--- config.mk ---
export PLATFORM = sky130hd
export DESIGN_NAME = priority_rect_hit_table_unit
export DESIGN_NICKNAME = d
export VERILOG_FILES = /design/src/prht_pkg.sv /design/src/prht_store.sv /design/src/priority_rect_hit_table_unit.sv
export SDC_FILE = /design/constraint.sdc
export NUM_CORES = 2
export LEC_CHECK = 0
export BUFFER_PORTS_ARGS = -buffer_cell sky130_fd_sc_hd__clkbuf_2
export CAP_MARGIN = 10
export CORE_UTILIZATION = 52
export DETAILED_ROUTE_END_ITERATION = 6
export GPL_TIMING_DRIVEN = 0
export PLACE_DENSITY = 0.69
export REMOVE_ABC_BUFFERS = 1
export SLEW_MARGIN = 10
export SYNTH_ARGS = -nofsm -noshare
export SYNTH_HDL_FRONTEND = slang
export SYNTH_HIERARCHICAL = 1
export SYNTH_SLANG_ARGS = --single-unit
--- constraint.sdc ---
create_clock -name i_clk -period 11.6 [get_ports i_clk]
set_input_delay 0 -clock i_clk [delete_from_list [all_inputs] [get_ports i_clk]]
set_output_delay 0 -clock i_clk [all_outputs]
set_load 0.02 [all_outputs]
--- src/prht_pkg.sv ---
// prht_pkg: shared types and codes for the priority rectangle hit table
// no dependencies
package prht_pkg;

    typedef enum logic [1:0] {
        CMD_ADD    = 2'd0,
        CMD_UPDATE = 2'd1,
        CMD_TEST   = 2'd2,
        CMD_NONE   = 2'd3
    } t_cmd;

    typedef enum logic [1:0] {
        ST_OK      = 2'd0,
        ST_FULL    = 2'd1,
        ST_UNKNOWN = 2'd2,
        ST_RSVD    = 2'd3
    } t_status;

    localparam logic KIND_ACK   = 1'b0;
    localparam logic KIND_VISIT = 1'b1;

    typedef struct packed {
        logic [7:0]  handle;
        logic [15:0] prio;
    } t_order;

    typedef struct packed {
        logic signed [15:0] cx;
        logic signed [15:0] cy;
        logic [15:0]        w;
        logic [15:0]        h;
    } t_rect;

    typedef struct packed {
        logic       kind;
        logic [7:0] elem;
        logic       hit;
        t_status    status;
        logic       last;
    } t_result;

    // closed interval test on one axis: 2c - s <= 2p <= 2c + s
    function automatic logic axis_in(logic signed [15:0] p, logic signed [15:0] c,
                                     logic [15:0] s);
        logic signed [18:0] p2;
        logic signed [18:0] c2;
        logic signed [18:0] sz;
        p2 = 19'(signed'({p, 1'b0}));
        c2 = 19'(signed'({c, 1'b0}));
        sz = signed'({3'b000, s});
        return (p2 >= c2 - sz) && (p2 <= c2 + sz);
    endfunction

endpackage

--- src/prht_store.sv ---
// prht_store: entry memory, order and rectangle fields in one synchronous ram
// depends on prht_pkg
module prht_store
    import prht_pkg::*;
#(
    parameter int DEPTH = 32,
    parameter int AW    = 5
) (
    input  logic          i_clk,
    input  logic [AW-1:0] i_raddr,
    output t_order        o_rorder,
    output t_rect         o_rrect,
    input  logic          i_we,
    input  logic [AW-1:0] i_waddr,
    input  t_order        i_worder,
    input  t_rect         i_wrect
);

    logic [$bits(t_order)+$bits(t_rect)-1:0] r_mem [DEPTH];
    logic [$bits(t_order)+$bits(t_rect)-1:0] r_rdata;

    always_ff @(posedge i_clk) begin
        if (i_we) begin
            r_mem[i_waddr] <= {i_worder, i_wrect};
        end
        r_rdata <= r_mem[i_raddr];
    end

    assign {o_rorder, o_rrect} = r_rdata;

endmodule

--- src/priority_rect_hit_table_unit.sv ---
// priority_rect_hit_table_unit: top level, sequencer around the entry memory
// depends on prht_pkg and prht_store
//
// usage
//   input channel: i_valid / o_ready with one command per transfer
//     add    inserts an entry after all entries of equal or lower priority
//     update rewrites the rectangle of every entry with the given handle
//     test   scans entries from the front, one result per visited entry,
//            stopping after the first entry whose closed rectangle holds the point
//   output channel: o_valid / i_ready, one result per transfer, last marks the end
// sequencing
//   one item at a time through the memory with one read and one write port (read
//   issue, then data back and write or emit)
//   add: search through S_SRD and S_SCHK per entry compared, shift through S_MRD and
//   S_MWR per moved entry, then S_INS writes the new entry and S_OUT hands over the
//   acknowledgement; update: S_MRD and S_MWR per stored entry; test: S_MRD, S_MWR and
//   S_OUT per visited entry
// reset
//   entry count clears to zero, memory contents are left as they are
// stalls
//   a result sits in an output register; the scan waits while it is not taken
module priority_rect_hit_table_unit
    import prht_pkg::*;
#(
    parameter int TABLE_DEPTH = 32
) (
    input  logic               i_clk,
    input  logic               i_rst_n,
    input  logic               i_valid,
    output logic               o_ready,
    input  logic [1:0]         i_cmd,
    input  logic [7:0]         i_element_id,
    input  logic [15:0]        i_priority_req,
    input  logic signed [15:0] i_rect_x,
    input  logic signed [15:0] i_rect_y,
    input  logic [15:0]        i_rect_width,
    input  logic [15:0]        i_rect_height,
    input  logic signed [15:0] i_point_x,
    input  logic signed [15:0] i_point_y,
    output logic               o_valid,
    input  logic               i_ready,
    output logic               o_result_kind,
    output logic [7:0]         o_hit_element,
    output logic               o_hit,
    output logic [1:0]         o_status,
    output logic               o_last
);

    localparam int AW = (TABLE_DEPTH > 1) ? $clog2(TABLE_DEPTH) : 1;
    localparam int CW = $clog2(TABLE_DEPTH + 1);

    typedef enum logic [6:0] {
        S_IDLE  = 7'b0000001,
        S_SRD   = 7'b0000010, // add: search read issued
        S_SCHK  = 7'b0000100, // add: compare priority
        S_MRD   = 7'b0001000, // add shift / update / test: read issued
        S_MWR   = 7'b0010000, // data back: act on entry
        S_INS   = 7'b0100000, // add: write new entry
        S_OUT   = 7'b1000000  // wait for result to drain
    } t_state;

    t_state           r_state, n_state;
    t_cmd             r_cmd;
    t_order           r_new_ord;
    t_rect            r_new_rect;
    logic signed [15:0] r_px, r_py;
    logic [CW-1:0]    r_count, n_count;
    logic [CW-1:0]    r_idx, n_idx;     // scan index or shift source + 1
    logic [CW-1:0]    r_pos, n_pos;     // insert position
    logic             r_found, n_found;
    t_result          r_res, n_res;
    logic             r_ovalid, n_ovalid;
    logic             n_done;           // current result ends the item

    logic [AW-1:0] w_raddr;
    t_order        w_rord;
    t_rect         w_rrect;
    logic          w_we;
    logic [AW-1:0] w_waddr;
    t_order        w_word;
    t_rect         w_wrect;
    logic          w_out_free;
    logic          w_hit;

    prht_store #(.DEPTH(TABLE_DEPTH), .AW(AW)) u_store (
        .i_clk    (i_clk),
        .i_raddr  (w_raddr),
        .o_rorder (w_rord),
        .o_rrect  (w_rrect),
        .i_we     (w_we),
        .i_waddr  (w_waddr),
        .i_worder (w_word),
        .i_wrect  (w_wrect)
    );

    assign o_ready    = (r_state == S_IDLE) && !r_ovalid;
    assign w_out_free = !r_ovalid || i_ready;
    assign w_hit      = axis_in(r_px, w_rrect.cx, w_rrect.w)
                     && axis_in(r_py, w_rrect.cy, w_rrect.h);

    always_comb begin
        n_state  = r_state;
        n_count  = r_count;
        n_idx    = r_idx;
        n_pos    = r_pos;
        n_found  = r_found;
        n_res    = r_res;
        n_done   = 1'b0;
        n_ovalid = r_ovalid && !i_ready;
        w_raddr  = r_idx[AW-1:0];
        w_we     = 1'b0;
        w_waddr  = r_idx[AW-1:0];
        w_word   = w_rord;
        w_wrect  = w_rrect;
        unique case (r_state)
            S_IDLE: begin
                if (i_valid && o_ready) begin
                    n_idx   = '0;
                    n_found = 1'b0;
                    priority case (t_cmd'(i_cmd))
                        CMD_ADD: begin
                            if (r_count >= CW'(TABLE_DEPTH)) begin
                                n_res    = '{KIND_ACK, i_element_id, 1'b0, ST_FULL, 1'b1};
                                n_ovalid = 1'b1;
                            end else if (r_count == '0) begin
                                n_pos   = '0;
                                n_state = S_INS;
                            end else begin
                                n_state = S_SRD;
                            end
                        end
                        CMD_UPDATE: begin
                            if (r_count == '0) begin
                                n_res    = '{KIND_ACK, i_element_id, 1'b0, ST_UNKNOWN,
                                             1'b1};
                                n_ovalid = 1'b1;
                            end else begin
                                n_state = S_MRD;
                            end
                        end
                        CMD_TEST: begin
                            if (r_count != '0) begin
                                n_state = S_MRD;
                            end
                        end
                        default: ;
                    endcase
                end
            end
            S_SRD: n_state = S_SCHK;
            S_SCHK: begin
                // stop at first entry with a strictly higher priority, or at the last entry
                if (w_rord.prio > r_new_ord.prio || r_idx + 1'b1 == r_count) begin
                    n_pos = (w_rord.prio > r_new_ord.prio) ? r_idx : r_count;
                    if (n_pos == r_count) begin
                        n_state = S_INS;
                    end else begin
                        n_idx   = r_count;
                        n_state = S_MRD;
                    end
                end else begin
                    n_idx   = r_idx + 1'b1;
                    n_state = S_SRD;
                end
            end
            S_MRD: begin
                if (r_cmd == CMD_ADD) begin
                    w_raddr = AW'(r_idx - 1'b1);
                end
                n_state = S_MWR;
            end
            S_MWR: begin
                priority case (r_cmd)
                    CMD_ADD: begin
                        w_we    = 1'b1;
                        w_waddr = r_idx[AW-1:0];
                        n_idx   = r_idx - 1'b1;
                        n_state = (n_idx == r_pos) ? S_INS : S_MRD;
                    end
                    CMD_UPDATE: begin
                        if (w_rord.handle == r_new_ord.handle) begin
                            w_we    = 1'b1;
                            w_wrect = r_new_rect;
                            n_found = 1'b1;
                        end
                        n_idx = r_idx + 1'b1;
                        if (n_idx == r_count) begin
                            n_res = '{KIND_ACK, r_new_ord.handle, 1'b0,
                                      (w_rord.handle == r_new_ord.handle || r_found)
                                      ? ST_OK : ST_UNKNOWN, 1'b1};
                            n_state = S_OUT;
                        end else begin
                            n_state = S_MRD;
                        end
                    end
                    default: begin
                        // previous result must leave the output register first
                        if (w_out_free) begin
                            n_done  = w_hit || (r_idx + 1'b1 == r_count);
                            n_res   = '{KIND_VISIT, w_rord.handle, w_hit, ST_OK, n_done};
                            n_idx   = r_idx + 1'b1;
                            n_state = S_OUT;
                        end
                    end
                endcase
            end
            S_INS: begin
                w_we     = 1'b1;
                w_waddr  = r_pos[AW-1:0];
                w_word   = r_new_ord;
                w_wrect  = r_new_rect;
                n_count  = r_count + 1'b1;
                n_res    = '{KIND_ACK, r_new_ord.handle, 1'b0, ST_OK, 1'b1};
                n_state  = S_OUT;
            end
            S_OUT: begin
                if (w_out_free) begin
                    n_ovalid = 1'b1;
                    n_state  = (r_cmd == CMD_TEST && !r_res.last) ? S_MRD : S_IDLE;
                end
            end
            default: n_state = S_IDLE;
        endcase
    end

    always_ff @(posedge i_clk) begin
        if (!i_rst_n) begin
            r_state  <= S_IDLE;
            r_count  <= '0;
            r_ovalid <= 1'b0;
        end else begin
            r_state  <= n_state;
            r_count  <= n_count;
            r_ovalid <= n_ovalid;
        end
    end

    always_ff @(posedge i_clk) begin
        r_idx   <= n_idx;
        r_pos   <= n_pos;
        r_found <= n_found;
        r_res   <= n_res;
        if (i_valid && o_ready) begin
            r_cmd      <= t_cmd'(i_cmd);
            r_new_ord  <= '{i_element_id, i_priority_req};
            r_new_rect <= '{i_rect_x, i_rect_y, i_rect_width, i_rect_height};
            r_px       <= i_point_x;
            r_py       <= i_point_y;
        end
    end

    assign o_valid       = r_ovalid;
    assign o_result_kind = r_res.kind;
    assign o_hit_element = r_res.elem;
    assign o_hit         = r_res.hit;
    assign o_status      = r_res.status;
    assign o_last        = r_res.last;

endmodule

* Word level (Yosys, flattened, before mapping)
Memory sizes are Yosys's and may differ from the RTL's. A register that Yosys moved wholly into a read port is not among the register bits.
Cells that the tools add are included.
Widths: inputs -> output; s select.
** Word-level totals
- Bits in writable memories :: 2816
- Input port bits :: 126
- Memories :: 1
- Register bits after elaboration :: 162
** Memory list
- u_store.r_mem :: words 32, bits a word 88, read ports 1, clocked after Yosys merged registers in 1, wr ports 1, RTL line prht_store.sv:19 : logic [$bits(t_order)+$bits(t_rect)-1:0] r_mem [DEPTH];
** Cells by class
- Equality and inequality tests :: 35
- Reductions and logical operators :: 27
- Multiplexer cells :: 59
- Add/subtract/negate cells :: 7
- Magnitude comparators :: 6
** Operators with widths (count)
- $mux 64 :: 2
- $pmux 64 s2 :: 1
- $mux 6 :: 13
- $mux 13 :: 5
- $mux 7 :: 8
- $pmux 13 s2 :: 2
- $pmux 7 s7 :: 1
- $pmux 13 s3 :: 1
- $add 17x17->18 :: 2
- $ge 17x18->1 :: 2
- $le 17x18->1 :: 2
- $sub 17x17->18 :: 2
- $mux 24 :: 1
- $ne 3x3->1 const B :: 8
- $pmux 6 s2 :: 2
- $pmux 7 s3 :: 1
- $eq 6x6->1 :: 3
- $pmux 6 s3 :: 1
- $gt 16x16->1 :: 1
- $mux 5 :: 3
- $pmux 7 s2 :: 1
- $add 6x1->6 const B :: 2
- $ne 2x2->1 const B :: 6
- $mux 1 :: 10
- 31 further kinds :: 54

* Longest topological paths before layout
- Depth in word-level cells :: 8
- Mapped depth :: 19

* Cells and area by module
Netlist, hierarchy kept.
** By module, submodules not included
- prht_store :: area an instance 108806.9 µm², cells each 5145, sequential area each 86322.8 µm², times used 1
- priority_rect_hit_table_unit :: area an instance 12343.1 µm², cells each 1284, sequential area each 4724.5 µm², times used 1

* Least setup slack after synthesis
OpenSTA, ideal clock, no wires.
- Path type :: register -> register
- From :: register r_state[2]
- To :: memory u_store/r_mem[20][0] (netlist name) (enable)
- Path slack :: 4803 ps
- Data arrival time :: 6261 ps
- Stages on the path, launching flop included :: 11
- Clock period less this slack :: 6797 ps
- Data required time :: 11064 ps
- Library setup time :: 536 ps
- Cells stage by stage :: dfxtp_1 > buf_6 > or4_4 > or4b_4 > buf_2 > nor2_1 > nand2_1 > nand2_1 > or3b_2 > clkbuf_1 > nor2_1
** On the way
- Cells in the longest elaborated chain, start to end :: 4
- Elaborated cells between the ends (all ways) :: 6
** Ends and longest elaborated chain
- start, declared :: RTL line priority_rect_hit_table_unit.sv:62 : t_state r_state, n_state;
- start signal, assigned :: RTL line priority_rect_hit_table_unit.sv:232 : r_state <= n_state;
- $eq 7x6->1 or $eq 7x5->1 (tied branches) :: RTL line priority_rect_hit_table_unit.sv:115 : unique case (r_state)
- $pmux 1 s2 (*) :: RTL line priority_rect_hit_table_unit.sv:115
- net w_we :: RTL line priority_rect_hit_table_unit.sv:78 : logic w_we;
- $mux 1 (*) :: RTL line prht_store.sv:23 : if (i_we) begin
- $mux 1 (not written as such) (*) :: RTL line prht_store.sv:24 : r_mem[i_waddr] <= {i_worder, i_wrect};
- end, declared :: RTL line prht_store.sv:19
The timed path passes the listed nets; every way through them passes the cells marked *.

* Worst setup path after layout
- From :: register r_state[5]
- To :: register u_store.r_rdata[2] (read register of u_store.r_mem)
** On the way
- Cells in the longest elaborated chain, start to end :: 2
** Ends and longest elaborated chain
- $eq 7x4->1 :: RTL line priority_rect_hit_table_unit.sv:115
- $mux 5 :: RTL line priority_rect_hit_table_unit.sv:115
- net w_raddr[2] :: RTL line priority_rect_hit_table_unit.sv:75 : logic [AW-1:0] w_raddr;
- end, declared :: RTL line prht_store.sv:20 : logic [$bits(t_order)+$bits(t_rect)-1:0] r_rdata;
The timed path passes the listed nets, and every way through them passes these cells.
A chain may end at the register's enable or synchronous reset.

==> flow_summary.ini <==
[pwr]
ir_drop_v = 0.000196
finalPower_mw = 37.0
p_leak_nw = 48.8
power_density_mw_per_mm2 = 254

[setup_path]
required_ns = 12.35
cp.arrival_ns = 7.20
cpPeakStageDelay_ns = 0.72
critical_path_class = flop to flop
worstPathCellList = nor3_1, nand2_1, nor3b_1, nand3_1, xnor2_2, buf_8, buf_8, buf_6, buf_6, buf_6, buf_8, buf_6, buf_6, buf_8, buf_6, buf_8, buf_8, buf_6, buf_6, mux4_2, a22oi_1, nand3_1
startpoint_type = flop
slowest_stage = xnor2_2
crit_top_cell = buf_6
critPathMaxFanout = 13
critPathCaptureType = flop

[sta]
worst_pin_slew_ns = 1.24
timing.final.crit_share_pct = 55.7
finalHoldViolations = 0
period_needed_ns = 6.46
drv_slew = 0
fin_skew_ns = 0.0701
max_freq_ghz = 0.155
rsz0062_at_grt = false
final-setup-viol-count = 0
slew_headroom_pct = 17.3
layout_setup_ws_ns = 5.14

[logic_synthesis]
synth_most_common_cell = edfxtp_1
synth_top_area_share_pct = 73.5
synth_common_cells = edfxtp_1, mux2i_1, a22oi_1, mux4_2, nand3_1
synth_top_area_cell = edfxtp_1
ys_types = 81
yosys_warnings = 6
synth_area_mm2 = 0.121
synthTopCellsByArea = edfxtp_1, mux4_2, mux2i_1, a22oi_1, dfxtp_1
async_flop_share_pct = 0
synth_flop_cell = edfxtp_1
synth_seq_area_share_pct = 75.2
syn_inst = 6429
avgSynthCellArea_um2 = 18.8
synth_seq_cells = 3066
synth-edff-count = 2964

[clock_network]
clk_pin_slew_ns = 0.06
cts_setup_buffers = 0
cts.sinks = 3066
root_buffer = clkbuf_16
clk_latency_ns = 0.97
cts_buffers = 323
clock_path_buffers = 4
cts_tree = yes
cts-htree-levels = 5

[finish]
nets = 7545
final_cells = 10534
layout-drive-gt1-share_pct = 20.8
syn_to_final_growth_pct = 20.3
design_area_mm2 = 0.146
final_util_pct = 63.1

[die]
core_mm2 = 0.231
ios = 141
die_w_um = 485
row_count = 176
die_area_mm2 = 0.235
floorplan.initialDensity_pct = 52.5
die_h_um = 485

[route]
firstDrtPassIters = 7
antenna_left = 0
drc_errors = 1
vias = 67976
drtIter0Drc = 9631
viasPerCell = 6.45
routed_wl_mm = 345
wl_per_cell_um = 32.8

[global_routing]
antenna_found_initial = 5
grt_max_degree = 74
track_usage_pct = 29.2
gr-total-overflow = 0
grt_pass1_vias = 68004
grt_pass1_wl_mm = 485

[status]
status = finished with violations
violations = DRC

[placement]
gp_congestion = 0.850
dp_hpwl_mm = 227
numPlacedInstances = 9715
placed_cell_area_mm2 = 0.133
io_buffers = 140
place_ws_ns = 5.36

[job]
maxCapViolCount = 0

[worst_hold_path]
holdCritPathClass = input pin to flop
[placed cells by master, fill, tap and decap left out, types with 89 or more instances in the layout]
master	netlist	final
buf_6	22	110
inv_1	100	99
nor2_1	126	89
a22oi_1	469	469
dlygate4sd3_1	0	252
edfxtp_1	2964	2964
ha_1	149	149
mux2i_1	708	708
nand3_1	199	198
clkbuf_2	2	140
clkbuf_16	0	325
buf_12	2	178
dfxtp_1	102	102
nand2_1	155	155
mux4_2	353	353
[per-layer routing]
metal	up-vias	share of wire (%)	track usage, %	wire (um)
li1	27934	-	-	-
met1	35285	37	38.2	128000
met2	3928	49	48.2	169000
met3	825	9.3	5.17	32100
met4	4	4.6	12.6	16000
met5	-	0.0072	0	25
[repair_timing]
| item | in CTS | in global routing |
|---|---|---|
| endpoints found under the hold margin | 215 | 0 |
| hold buffers | 252 | 0 |
| gates resized for setup | 0 | 0 |
[report_power, final]
part           internal, mW  switching [mW]
combinational          4.97            7.35
clock                  5.85            4.18
sequential             14.1           0.506
total                  24.9            12.0
[through the flow]
step	TNS [ns]	hold WS, ns
2_1_floorplan	-5897.61	0.0762
3_3_place_gp	-	0.180
3_5_place_dp	0	0.179
4_1_cts	0	0.0509
5_1_grt	0	0.0745
6_report	0	0.106
[critical path, delay by kind of cell, from the launching register on]
| kind | cells | cell delay, ns |
|---|---|---|
| AO/OA/AOI/OAI | 1 | 0.21 |
| buffers and inverters | 14 | 2.81 |
| XOR/XNOR | 1 | 0.72 |
| multiplexers | 1 | 0.33 |
| flip-flops | 1 | 0.38 |
| AND/OR/NAND/NOR | 5 | 1.74 |
[sequential cells by signal, indices dropped and copies added, names as in the netlist, 2 cells and up]
register / count
r_cmd: 2
r_py: 16
u_store/r_rdata: 88
o_hit_element: 8
u_store/r_mem: 2816
r_count: 6
r_idx: 6
r_state: 7
r_new_ord: 24
r_new_rect: 64
r_px: 16
r_pos: 6
o_status: 2
[final timing paths]
kind	start	to	slack (ns)	depth (start not counted)
worst max-delay path	r_state[5]$_SDFFE_PN0P_	u_store/r_rdata[2]$_DFF_P_	5.14	22
worst min-delay path	i_element_id[7]	o_hit_element[7]$_DFFE_PP_	0.11	4
worst min register to register	r_state[4]$_SDFFE_PN0P_	r_state[4]$_SDFFE_PN0P_	0.60	2
worst max register to register	r_state[5]$_SDFFE_PN0P_	u_store/r_rdata[2]$_DFF_P_	5.14	22
[area by class of cell]
| class | instances | area, um^2 |
|---|---|---|
| well taps | 3026 | 3790 |
| clock buffers | 424 | 8770 |
| diodes | 3 | 7.51 |
| fillers | 15381 | 85100 |
| clock inverters | 140 | 1380 |
| multi-input cells | 2918 | 28600 |
| flip-flops and latches | 3066 | 91000 |
| repair buffers | 855 | 11700 |
| inverters | 102 | 392 |
[kinds of logic (layout without fill, tap and decap cells)]
group                      Yosys count  in the layout  synth area share (%)
AOI/OAI and AO/OA                  883            883                  5.17
xor gates and xnor gates            92             92                 0.665
adders and majority gates          153            153                  1.60
buffers and inverters              445           1521                  1.79
DFF                               3066           3066                  75.2
muxes                             1090           1090                  12.7
other                                0              3                     0
and+or+nand+nor                    700            700                  2.87
Note: power is estimated with default switching activity, not from simulation.
